File: config.mk
export PLATFORM = sky130hd
export DESIGN_NAME = uart_register_block_top
export DESIGN_NICKNAME = d
export VERILOG_FILES = /design/src/sv/uart_rb_pkg.sv /design/src/sv/uart_rb_ram.sv /design/src/sv/uart_rb_fifo.sv /design/src/sv/uart_rb_regs.sv /design/src/sv/uart_register_block_top.sv
export VERILOG_INCLUDE_DIRS = /design/src /design/src/sv
export SDC_FILE = /design/constraint.sdc
export NUM_CORES = 2
export LEC_CHECK = 0
export ABC_AREA = 1
export BUFFER_PORTS_ARGS = -buffer_cell sky130_fd_sc_hd__clkbuf_2
export CORE_MARGIN = 10
export CORE_UTILIZATION = 30
export CTS_BUF_LIST = sky130_fd_sc_hd__clkbuf_4 sky130_fd_sc_hd__clkbuf_8
export DETAILED_ROUTE_END_ITERATION = 12
export PLACE_DENSITY = 0.42
export SYNTH_ARGS = -nofsm -noshare
export SYNTH_HDL_FRONTEND = slang
export SYNTH_SLANG_ARGS = --single-unit
export TNS_END_PERCENT = 30
File: constraint.sdc
create_clock -name i_clk -period 8.3 [get_ports i_clk]
set_input_delay 0.415 -clock i_clk [delete_from_list [all_inputs] [get_ports i_clk]]
set_output_delay 0.415 -clock i_clk [all_outputs]
set_load 0.02 [all_outputs]
File: src/sv/uart_register_block_top_macros.svh
// ----------------------------------------------------------------------------
// uart register block assertion macros
// shared property wrappers, clocked on i_clk and disabled during reset
// ----------------------------------------------------------------------------
`ifndef UART_REGISTER_BLOCK_TOP_MACROS_SVH
`define UART_REGISTER_BLOCK_TOP_MACROS_SVH

// plain property, written in full by the caller
`define UART_RB_ASSERT(label, prop, msg) \
    label: assert property (@(posedge i_clk) disable iff (!i_rst_n) prop) else $error(msg);

// same-cycle implication
`define UART_RB_ASSERT_IMPL(label, ante, cons, msg) \
    label: assert property (@(posedge i_clk) disable iff (!i_rst_n) (ante) |-> (cons)) \
        else $error(msg);

`endif

File: src/sv/uart_rb_pkg.sv
// ----------------------------------------------------------------------------
// uart register block package
// request and response types, command and status codes, register map and
// byte-lane helper functions
// ----------------------------------------------------------------------------
package uart_rb_pkg;

    localparam int RX_FIFO_DEPTH_DEF = 256;
    localparam int FIFO_DATA_W       = 8;

    // commands
    localparam logic [2:0] CMD_READ      = 3'd0;
    localparam logic [2:0] CMD_WRITE     = 3'd1;
    localparam logic [2:0] CMD_LINE_BYTE = 3'd2;
    localparam logic [2:0] CMD_TX_DONE   = 3'd3;
    localparam logic [2:0] CMD_RX_DONE   = 3'd4;

    // status codes
    localparam logic [2:0] ST_OK        = 3'd0;
    localparam logic [2:0] ST_SET_FLAG  = 3'd1;
    localparam logic [2:0] ST_RD_DIS    = 3'd2;
    localparam logic [2:0] ST_RD_EMPTY  = 3'd3;
    localparam logic [2:0] ST_WR_DIS    = 3'd4;
    localparam logic [2:0] ST_TX_FULL   = 3'd5;
    localparam logic [2:0] ST_BAD_REG   = 3'd6;
    localparam logic [2:0] ST_FIFO_FULL = 3'd7;

    // register map, word index = address bits 9:2
    localparam logic [9:0] ADDR_WORD_MASK = 10'h3fc;
    localparam logic [7:0] REG_SR  = 8'd0;
    localparam logic [7:0] REG_DR  = 8'd1;
    localparam logic [7:0] REG_BRR = 8'd2;
    localparam logic [7:0] REG_CR1 = 8'd3;
    localparam logic [7:0] REG_CR2 = 8'd4;
    localparam logic [7:0] REG_CR3 = 8'd5;

    localparam logic [31:0] DR_MASK  = 32'h0000_01ff;
    localparam logic [31:0] BRR_MASK = 32'h0000_ffff;
    localparam logic [31:0] CR1_MASK = 32'h0000_3fff;
    localparam logic [31:0] CR2_MASK = 32'h0000_7f7f;
    localparam logic [31:0] CR3_MASK = 32'h0000_07ff;

    // status register bits
    localparam int SR_TXE  = 7;
    localparam int SR_TC   = 6;
    localparam int SR_RXNE = 5;

    // control register 1 bits
    localparam int CR1_UE     = 13;
    localparam int CR1_TXEIE  = 7;
    localparam int CR1_TCIE   = 6;
    localparam int CR1_RXNEIE = 5;
    localparam int CR1_TE     = 3;
    localparam int CR1_RE     = 2;

    typedef struct packed {
        logic [2:0]  command;
        logic [9:0]  reg_address;
        logic [2:0]  access_bytes;
        logic [31:0] write_data;
        logic [7:0]  rx_byte;
    } t_req;

    typedef struct packed {
        logic [31:0] read_data;
        logic        tx_valid;
        logic [7:0]  tx_byte;
        logic        rx_timer_start;
        logic        irq;
        logic [2:0]  status;
        logic [8:0]  rx_fifo_level;
    } t_rsp;

    typedef struct packed {
        logic                   push;
        logic                   pop;
        logic [FIFO_DATA_W-1:0] push_data;
    } t_fifo_ctl;

    typedef struct packed {
        logic empty;
        logic full;
    } t_fifo_stat;

    // field mask for an access width, saturating at a full word
    function automatic logic [31:0] lane_mask(input logic [2:0] nbytes);
        logic [31:0] m;
        unique case (nbytes)
            3'd0:    m = 32'h0000_0000;
            3'd1:    m = 32'h0000_00ff;
            3'd2:    m = 32'h0000_ffff;
            3'd3:    m = 32'h00ff_ffff;
            default: m = 32'hffff_ffff;
        endcase
        return m;
    endfunction

    function automatic logic [31:0] lane_merge(input logic [31:0] old_val,
                                               input logic [1:0]  lane,
                                               input logic [2:0]  nbytes,
                                               input logic [31:0] wdata);
        logic [63:0] m;
        logic [63:0] d;
        logic [5:0]  sh;
        sh = {1'b0, lane, 3'b000};
        m  = {32'h0, lane_mask(nbytes)} << sh;
        d  = {32'h0, wdata} << sh;
        return (old_val & ~m[31:0]) | (d[31:0] & m[31:0]);
    endfunction

    function automatic logic [31:0] lane_extract(input logic [31:0] val,
                                                 input logic [1:0]  lane,
                                                 input logic [2:0]  nbytes);
        logic [4:0] sh;
        sh = {lane, 3'b000};
        return (val >> sh) & lane_mask(nbytes);
    endfunction

endpackage

File: src/sv/uart_rb_ram.sv
// ----------------------------------------------------------------------------
// uart register block generic ram
// one write port, one read port with registered read data
// ----------------------------------------------------------------------------
module uart_rb_ram #(
    parameter int WIDTH = uart_rb_pkg::FIFO_DATA_W,
    parameter int DEPTH = uart_rb_pkg::RX_FIFO_DEPTH_DEF
) (
    input  logic                     i_clk,
    input  logic                     i_wr_en,
    input  logic [$clog2(DEPTH)-1:0] i_wr_addr,
    input  logic [WIDTH-1:0]         i_wr_data,
    input  logic                     i_rd_en,
    input  logic [$clog2(DEPTH)-1:0] i_rd_addr,
    output logic [WIDTH-1:0]         o_rd_data
);

    logic [WIDTH-1:0] r_mem [DEPTH];
    logic [WIDTH-1:0] r_rd_data;

    always_ff @(posedge i_clk) begin
        if (i_wr_en) begin
            r_mem[i_wr_addr] <= i_wr_data;
        end
        if (i_rd_en) begin
            r_rd_data <= r_mem[i_rd_addr];
        end
    end

    assign o_rd_data = r_rd_data;

endmodule

File: src/sv/uart_rb_fifo.sv
// ----------------------------------------------------------------------------
// uart register block receive fifo
// head pointer and fill count around the fifo ram; reports next fill level
// ----------------------------------------------------------------------------
`include "uart_register_block_top_macros.svh"

module uart_rb_fifo #(
    parameter int DEPTH = uart_rb_pkg::RX_FIFO_DEPTH_DEF
) (
    input  logic                   i_clk,
    input  logic                   i_rst_n,
    input  uart_rb_pkg::t_fifo_ctl i_ctl,
    output uart_rb_pkg::t_fifo_stat o_stat,
    output logic [uart_rb_pkg::FIFO_DATA_W-1:0] o_rd_data,
    output logic [8:0]             o_level
);

    import uart_rb_pkg::*;

    localparam int IDX_W = $clog2(DEPTH);
    localparam int CNT_W = $clog2(DEPTH + 1);
    localparam int SUM_W = IDX_W + 1;

    logic [IDX_W-1:0] r_head;
    logic [IDX_W-1:0] n_head;
    logic [CNT_W-1:0] r_count;
    logic [CNT_W-1:0] n_count;
    logic [SUM_W-1:0] tail_sum;
    logic [SUM_W-1:0] tail_wrap;
    logic [IDX_W-1:0] tail;

    always_comb begin
        tail_sum  = SUM_W'(r_head) + SUM_W'(r_count);
        tail_wrap = (tail_sum >= SUM_W'(DEPTH)) ? tail_sum - SUM_W'(DEPTH) : tail_sum;
        tail      = tail_wrap[IDX_W-1:0];

        n_head = r_head;
        if (i_ctl.pop) begin
            n_head = (r_head == IDX_W'(DEPTH - 1)) ? '0 : r_head + IDX_W'(1);
        end
        n_count = r_count + CNT_W'(i_ctl.push) - CNT_W'(i_ctl.pop);
    end

    always_ff @(posedge i_clk) begin
        if (!i_rst_n) begin
            r_head  <= '0;
            r_count <= '0;
        end else begin
            r_head  <= n_head;
            r_count <= n_count;
        end
    end

    uart_rb_ram #(
        .WIDTH (FIFO_DATA_W),
        .DEPTH (DEPTH)
    ) u_ram (
        .i_clk     (i_clk),
        .i_wr_en   (i_ctl.push),
        .i_wr_addr (tail),
        .i_wr_data (i_ctl.push_data),
        .i_rd_en   (i_ctl.pop),
        .i_rd_addr (r_head),
        .o_rd_data (o_rd_data)
    );

    assign o_stat.empty = (r_count == '0);
    assign o_stat.full  = (r_count == CNT_W'(DEPTH));
    assign o_level      = 9'(n_count);

    `UART_RB_ASSERT_IMPL(a_no_push_when_full, i_ctl.push, !o_stat.full, "push into full fifo")
    `UART_RB_ASSERT_IMPL(a_pop_has_data, i_ctl.pop, !o_stat.empty || i_ctl.push, "pop from empty fifo")
    `UART_RB_ASSERT(a_count_in_range, r_count <= CNT_W'(DEPTH), "fifo count above depth")

endmodule

File: src/sv/uart_rb_regs.sv
// ----------------------------------------------------------------------------
// uart register block register file
// status flags, data, baud and control registers; decodes one request per
// cycle while i_go is high and drives the receive fifo
// ----------------------------------------------------------------------------
module uart_rb_regs (
    input  logic                    i_clk,
    input  logic                    i_rst_n,
    input  logic                    i_go,
    input  uart_rb_pkg::t_req       i_req,
    input  uart_rb_pkg::t_fifo_stat i_fifo_stat,
    input  logic [uart_rb_pkg::FIFO_DATA_W-1:0] i_fifo_rd_data,
    input  logic [8:0]              i_fifo_level,
    output uart_rb_pkg::t_fifo_ctl  o_fifo_ctl,
    output uart_rb_pkg::t_rsp       o_rsp
);

    import uart_rb_pkg::*;

    logic        r_txe,  n_txe;
    logic        r_tc,   n_tc;
    logic        r_rxne, n_rxne;
    logic [7:0]  r_rx_data, n_rx_data;
    logic        r_rx_pend, n_rx_pend;
    logic [7:0]  r_tx_hold, n_tx_hold;
    logic [15:0] r_brr,  n_brr;
    logic [13:0] r_cr1,  n_cr1;
    logic [14:0] r_cr2,  n_cr2;
    logic [10:0] r_cr3,  n_cr3;
    logic        r_rx_busy, n_rx_busy;

    logic [7:0]  rx_cur;
    logic        rx_en;
    logic        tx_en;
    logic [1:0]  lane;
    logic [2:0]  nbytes;
    logic [7:0]  reg_idx;
    logic [31:0] sr_val;
    logic [31:0] merged;
    logic [31:0] rd;
    logic [2:0]  status;
    logic        tx_valid;
    logic [7:0]  tx_byte;
    logic        svc;
    logic        push;
    logic        pop;

    always_comb begin
        rx_cur  = r_rx_pend ? i_fifo_rd_data : r_rx_data;
        rx_en   = r_cr1[CR1_UE] & r_cr1[CR1_RE];
        tx_en   = r_cr1[CR1_UE] & r_cr1[CR1_TE];
        lane    = i_req.reg_address[1:0];
        nbytes  = i_req.access_bytes;
        reg_idx = 8'((i_req.reg_address & ADDR_WORD_MASK) >> 2);
        sr_val  = {24'h0, r_txe, r_tc, r_rxne, 5'h0};

        n_txe     = r_txe;
        n_tc      = r_tc;
        n_rxne    = r_rxne;
        n_rx_data = rx_cur;
        n_rx_pend = 1'b0;
        n_tx_hold = r_tx_hold;
        n_brr     = r_brr;
        n_cr1     = r_cr1;
        n_cr2     = r_cr2;
        n_cr3     = r_cr3;
        n_rx_busy = r_rx_busy;

        merged   = '0;
        rd       = '0;
        status   = ST_OK;
        tx_valid = 1'b0;
        tx_byte  = '0;
        svc      = 1'b0;
        push     = 1'b0;

        unique case (i_req.command)
            CMD_READ: begin
                unique case (reg_idx)
                    REG_SR:  rd = lane_extract(sr_val, lane, nbytes);
                    REG_DR: begin
                        if (!rx_en) begin
                            status = ST_RD_DIS;
                        end else if (r_rxne) begin
                            rd     = lane_extract({24'h0, rx_cur}, lane, nbytes);
                            n_rxne = 1'b0;
                            svc    = 1'b1;
                        end else begin
                            status = ST_RD_EMPTY;
                        end
                    end
                    REG_BRR: rd = lane_extract({16'h0, r_brr}, lane, nbytes);
                    REG_CR1: rd = lane_extract({18'h0, r_cr1}, lane, nbytes);
                    REG_CR2: rd = lane_extract({17'h0, r_cr2}, lane, nbytes);
                    REG_CR3: rd = lane_extract({21'h0, r_cr3}, lane, nbytes);
                    default: status = ST_BAD_REG;
                endcase
            end
            CMD_WRITE: begin
                unique case (reg_idx)
                    REG_SR: begin
                        merged = lane_merge(sr_val, lane, nbytes, i_req.write_data);
                        if (merged[SR_TC] || merged[SR_RXNE]) begin
                            status = ST_SET_FLAG;
                        end else begin
                            n_tc   = 1'b0;
                            n_rxne = 1'b0;
                        end
                    end
                    REG_DR: begin
                        merged = lane_merge(32'h0, lane, nbytes, i_req.write_data) & DR_MASK;
                        priority if (!tx_en) begin
                            status = ST_WR_DIS;
                        end else if (r_tc) begin
                            n_tc     = 1'b0;
                            tx_valid = 1'b1;
                            tx_byte  = merged[7:0];
                        end else if (r_txe) begin
                            n_tx_hold = merged[7:0];
                            n_txe     = 1'b0;
                        end else begin
                            status = ST_TX_FULL;
                        end
                    end
                    REG_BRR: begin
                        merged = lane_merge({16'h0, r_brr}, lane, nbytes, i_req.write_data);
                        n_brr  = 16'(merged & BRR_MASK);
                    end
                    REG_CR1: begin
                        merged = lane_merge({18'h0, r_cr1}, lane, nbytes, i_req.write_data);
                        n_cr1  = 14'(merged & CR1_MASK);
                    end
                    REG_CR2: begin
                        merged = lane_merge({17'h0, r_cr2}, lane, nbytes, i_req.write_data);
                        n_cr2  = 15'(merged & CR2_MASK);
                    end
                    REG_CR3: begin
                        merged = lane_merge({21'h0, r_cr3}, lane, nbytes, i_req.write_data);
                        n_cr3  = 11'(merged & CR3_MASK);
                    end
                    default: status = ST_BAD_REG;
                endcase
            end
            CMD_LINE_BYTE: begin
                if (i_fifo_stat.full) begin
                    status = ST_FIFO_FULL;
                end else begin
                    push = 1'b1;
                    svc  = 1'b1;
                end
            end
            CMD_TX_DONE: begin
                if (r_txe) begin
                    n_tc = 1'b1;
                end else begin
                    n_txe    = 1'b1;
                    n_tc     = 1'b0;
                    tx_valid = 1'b1;
                    tx_byte  = r_tx_hold;
                end
            end
            CMD_RX_DONE: begin
                n_rx_busy = 1'b0;
                svc       = 1'b1;
            end
            default: ;
        endcase

        // fifo service
        pop = i_go & svc & (push | !i_fifo_stat.empty) & !n_rx_busy & !(rx_en & n_rxne);
        if (pop) begin
            n_rx_busy = 1'b1;
            if (rx_en) begin
                n_rxne = 1'b1;
                if (i_fifo_stat.empty) begin
                    n_rx_data = i_req.rx_byte;
                end else begin
                    n_rx_pend = 1'b1;
                end
            end
        end

        o_fifo_ctl.push      = i_go & push;
        o_fifo_ctl.pop       = pop;
        o_fifo_ctl.push_data = i_req.rx_byte;

        o_rsp.read_data      = rd;
        o_rsp.tx_valid       = tx_valid;
        o_rsp.tx_byte        = tx_byte;
        o_rsp.rx_timer_start = pop;
        o_rsp.irq            = (n_cr1[CR1_TCIE] & n_tc) | (n_cr1[CR1_TXEIE] & n_txe)
                             | (n_cr1[CR1_RXNEIE] & n_rxne);
        o_rsp.status         = status;
        o_rsp.rx_fifo_level  = i_fifo_level;
    end

    always_ff @(posedge i_clk) begin
        if (!i_rst_n) begin
            r_txe     <= 1'b1;
            r_tc      <= 1'b1;
            r_rxne    <= 1'b0;
            r_brr     <= '0;
            r_cr1     <= '0;
            r_cr2     <= '0;
            r_cr3     <= '0;
            r_rx_busy <= 1'b0;
            r_rx_pend <= 1'b0;
        end else begin
            r_rx_pend <= n_rx_pend;
            if (i_go) begin
                r_txe     <= n_txe;
                r_tc      <= n_tc;
                r_rxne    <= n_rxne;
                r_brr     <= n_brr;
                r_cr1     <= n_cr1;
                r_cr2     <= n_cr2;
                r_cr3     <= n_cr3;
                r_rx_busy <= n_rx_busy;
            end
        end
    end

    always_ff @(posedge i_clk) begin
        r_rx_data <= n_rx_data;
        if (i_go) begin
            r_tx_hold <= n_tx_hold;
        end
    end

endmodule

File: src/sv/uart_register_block_top.sv
// ----------------------------------------------------------------------------
// uart register block top level
// Takes one request per clock while o_req_stall is low: a bus read or write, a
// received line byte, or the end of a transmit or receive character time. A
// request is captured in an input register, then decoded and applied to the
// registers and the receive fifo; its response is written into the result
// register at the same edge as the register update, or into the second entry
// if the result register is held by i_rsp_stall. A two-entry result buffer
// lets the block keep accepting while one response waits. The receive fifo
// (RX_FIFO_DEPTH bytes) lives in a ram with registered read and is tracked by
// a fill count, so no clearing pass is needed after reset.
// ----------------------------------------------------------------------------
`include "uart_register_block_top_macros.svh"

module uart_register_block_top #(
    parameter int RX_FIFO_DEPTH = uart_rb_pkg::RX_FIFO_DEPTH_DEF
) (
    input  logic              i_clk,
    input  logic              i_rst_n,
    input  logic              i_req_valid,
    output logic              o_req_stall,
    input  uart_rb_pkg::t_req i_req,
    output logic              o_rsp_valid,
    input  logic              i_rsp_stall,
    output uart_rb_pkg::t_rsp o_rsp
);

    import uart_rb_pkg::*;

    logic       r_in_valid;
    t_req       r_in_req;
    logic       r_out_valid;
    t_rsp       r_out_rsp;
    logic       r_skid_valid;
    t_rsp       r_skid_rsp;

    logic       go;
    t_rsp       core_rsp;
    t_fifo_ctl  fifo_ctl;
    t_fifo_stat fifo_stat;
    logic [FIFO_DATA_W-1:0] fifo_rd_data;
    logic [8:0] fifo_level;

    assign go          = r_in_valid & !r_skid_valid;
    assign o_req_stall = r_in_valid & r_skid_valid;

    uart_rb_regs u_regs (
        .i_clk          (i_clk),
        .i_rst_n        (i_rst_n),
        .i_go           (go),
        .i_req          (r_in_req),
        .i_fifo_stat    (fifo_stat),
        .i_fifo_rd_data (fifo_rd_data),
        .i_fifo_level   (fifo_level),
        .o_fifo_ctl     (fifo_ctl),
        .o_rsp          (core_rsp)
    );

    uart_rb_fifo #(
        .DEPTH (RX_FIFO_DEPTH)
    ) u_fifo (
        .i_clk     (i_clk),
        .i_rst_n   (i_rst_n),
        .i_ctl     (fifo_ctl),
        .o_stat    (fifo_stat),
        .o_rd_data (fifo_rd_data),
        .o_level   (fifo_level)
    );

    always_ff @(posedge i_clk) begin
        if (!i_rst_n) begin
            r_in_valid   <= 1'b0;
            r_out_valid  <= 1'b0;
            r_skid_valid <= 1'b0;
        end else begin
            if (!o_req_stall) begin
                r_in_valid <= i_req_valid;
            end
            if (!r_out_valid || !i_rsp_stall) begin
                if (r_skid_valid) begin
                    r_out_valid  <= 1'b1;
                    r_skid_valid <= 1'b0;
                end else begin
                    r_out_valid <= go;
                end
            end else if (go) begin
                r_skid_valid <= 1'b1;
            end
        end
    end

    always_ff @(posedge i_clk) begin
        if (!o_req_stall) begin
            r_in_req <= i_req;
        end
        if (!r_out_valid || !i_rsp_stall) begin
            r_out_rsp <= r_skid_valid ? r_skid_rsp : core_rsp;
        end else if (go) begin
            r_skid_rsp <= core_rsp;
        end
    end

    assign o_rsp_valid = r_out_valid;
    assign o_rsp       = r_out_rsp;

    `UART_RB_ASSERT_IMPL(a_skid_needs_out, r_skid_valid, r_out_valid, "skid entry without result")
    `UART_RB_ASSERT(a_held_goes_to_skid, (go && r_out_valid && i_rsp_stall) |=> r_skid_valid, "response lost while result held")
    `UART_RB_ASSERT(a_drain_empties, (r_out_valid && !i_rsp_stall && !r_skid_valid && !go) |=> !r_out_valid, "response repeated after drain")

endmodule

==> reports/metrics.yaml <==
area_delta_synth_final_pct: 13.7
fin_hold_ws_ps: 149
rsz0062_at_grt: "false"
gp_congestion: 0.808
drtPass1Iterations: 5
synth-compound-area-share: 0.0524
ys_types: 46
port_buffers: 84
irDropWorstVdd_uv: 99.5
syn-cell-area_mm2: 0.0955
drc: 0
yosys_warnings: 0
max_cap_viol_count: 0
synthSimpleGateAreaFrac: 0.188
period_needed_ps: 4970
dp_hpwl_um: 167000
final_hold_viol_count: 0
cts_tree: "done"
required_ps: 8950
worstSetupPathType: "flop to flop"
core-area_mm2: 0.318
hp-start: "i_req_valid"
worst_pin_slew_ps: 1380
rows: 207
end_kind: "flop"
maxSlewViolCount: 0
worstSetupStartpointType: "flop"
cts_resized: 0
ys_top_cells_by_area: "edfxtp_1, nand2_1, nor2_1"
cts_buffers: 400
worstSkewPairLatency_ps: 1070
hold_path_end: "r_in_valid"
routed_wl_um: 298000
worst_ep_arrival_time_ps: 5620
final_common_cell: "nand2_1"
synth_edf_count: 2182
worstSetupStartpoint: "u_fifo.r_head[2]"
leakagePower_uw: 0.0401
antenna_found_initial: 9
synthXorXnorAreaFrac: 0.00156
reg2reg_from: "u_fifo.r_head[2]"
grt_pass1_vias: 63472
nets: 9136
vias: 63846
synth_top_family_by_area: "simple AND/OR/NAND/NOR gates"
die_w_um: 584
cts_num_sinks: 2270
cts_root_buf: "clkbuf_8"
grt_max_degree: 198
status: "finished, final reports clean"
initial_core_util: 0.301
track_usage: 0.168
wl_per_cell_um: 21.9
cts-htree-levels: 5
avgSynthCellArea_um2: 10.8
power.density_mw_per_mm2: 223
finClkSkew_ps: 51.9
ys_seq_area_frac: 0.705
synth_fa_ha_area_frac: 0.00304
synth_top_area_share: 0.686
yosysTopAreaCell: "edfxtp_1"
cp_max_fo: 36
io_pins: 117
drive_gt1_frac: 0.0964
dp_slack_ps: 3320
globalRouteOverflowTotal: 0
die_h_um: 584
clkSlewWorstSetupHoldPaths_ps: 60
reg2reg_depth: 11
min_path_cells: 4
syn_inst: 8882
reg2reg_slack_ps: 3330
fin_crit_sh: 0.599
hold_class: "primary input to flop"
ys_seq_elements: 2270
drt-initial-drc-count: 5059
synthFlopType: "edfxtp_1"
max_freq_mhz: 201
reg2reg_to: "u_fifo.u_ram.r_mem[253][6]"
finalSetupViolCount: 0
grt_pass1_wl_um: 434000
async_flop_share: 0
tns_ps: 0
final_cell_mix: "nand2_1, edfxtp_1, nor2_1"
die_area_mm2: 0.341
clockBufferDepth: 4
vias_per_cell: 4.71
synth_mux_area_frac: 0.00106
timing.final.ws_setup_ps: 3330
relSlewSlack: 0.0819
final_antenna_net_count: 0
[metal layers]
layer / wire, µm / vias to the layer above / track usage
li1: - / 30322 / -
met1: 134000 / 31558 / 0.229
met2: 142000 / 1540 / 0.281
met3: 14600 / 426 / 0.0246
met4: 7420 / 0 / 0.0462
met5: 0 / - / 0
[critical path: stages, from the launching register on]
cell and delay, ps:
dfxtp_4 840, ha_1 410, a21oi_1 180, nand2_1 100, nand2_1 90, nand2_1 60
a21oi_1 160, or2_1 120, nand2_1 110, nor2_1 800, nand2_1 820, nor2_1 870
[logic make-up (layout without fill, tap and decap cells)]
| logic type | Yosys count | after routing |
|---|---|---|
| AO/OA/AOI/OAI | 949 | 949 |
| XOR/XNOR | 17 | 17 |
| adder cells (fa/ha/maj) | 22 | 22 |
| buffers and inverters | 1109 | 1588 |
| flip-flops | 2270 | 2270 |
| multiplexers | 9 | 9 |
| other | 1 | 19 |
| AND/OR/NAND/NOR | 4505 | 4505 |
[area by class of cell]
class / count / area (µm²)
clock buffer: 557 / 6740
sequential: 2270 / 67300
fill: 32065 / 209000
inverter: 604 / 2300
clock inverter: 167 / 1120
multi-input combinational: 5518 / 23700
antenna: 3 / 7.51
timing repair buffer: 260 / 2150
tap: 4180 / 5230
[power by group]
part	switching, µW	internal (µW)
clock network	4740	5570
logic	914	257
registers	36.6	12600
[metrics by stage]
| stage | instances | power [µW] | area (µm²) | util |
|---|---|---|---|---|
| floorplan | 8897 | 13600 | 95500 | - |
| global placement | 12754 | 14100 | 99900 | 0.315 |
| detailed placement | 12754 | 14100 | 99900 | 0.315 |
| CTS | 13556 | 24500 | 109000 | 0.342 |
| global route | 13558 | 25100 | 109000 | 0.342 |
| finish | 13559 | 24200 | 109000 | 0.342 |
[how the worst max path moves through the flow]
stage	cells past startpoint	endpoint	slack, ps
3_3_place_gp	11	u_fifo.u_ram.r_mem[253][6]	3270
2_1_floorplan	0	u_fifo.u_ram.r_mem[0][0]	4240
3_5_place_dp	11	u_fifo.u_ram.r_mem[60][7]	3320
5_1_grt	11	u_fifo.u_ram.r_mem[253][5]	3120
4_1_cts	11	u_fifo.u_ram.r_mem[253][5]	3300
6_report	11	u_fifo.u_ram.r_mem[253][6]	3330
[flip-flops by register name, indices dropped and copies added (netlist names), named ones only]
register,flops
r_in_valid,1
u_fifo.u_ram.r_mem,2048
u_regs.r_rx_pend,1
u_fifo.r_count,9
o_rsp,39
r_skid_valid,1
r_in_req,40
u_regs.r_cr1,3
u_fifo.r_head,8
o_rsp_valid,1
r_skid_rsp,39
u_regs.r_rx_busy,1
u_regs.r_rxne,1
u_regs.r_tc,1
u_regs.r_tx_hold,8
u_fifo.u_ram.o_rd_data,8
u_regs.r_txe,1
u_regs.r_rx_data,8
[Yosys cell counts, types with 13 or more instances]
library cell     n
buf_4           51
nand2_1       2225
buf_6           14
nand3_1        709
nor2_1        1505
buf_2          172
o211ai_1        71
o21ai_0        634
or2_2           27
a21oi_1        177
buf_1           55
inv_1          583
ha_1            20
edfxtp_1      2182
dfxtp_1         88
clkbuf_1       213
clkinv_1        13
o21ai_1         34
xor2_1          14
[timing repair]
item                                   CTS  global route
hold buffers                            78             0
endpoints found under the hold margin   82             0
buffers inserted                         0             0
Note: power is estimated with default switching activity, not from simulation.
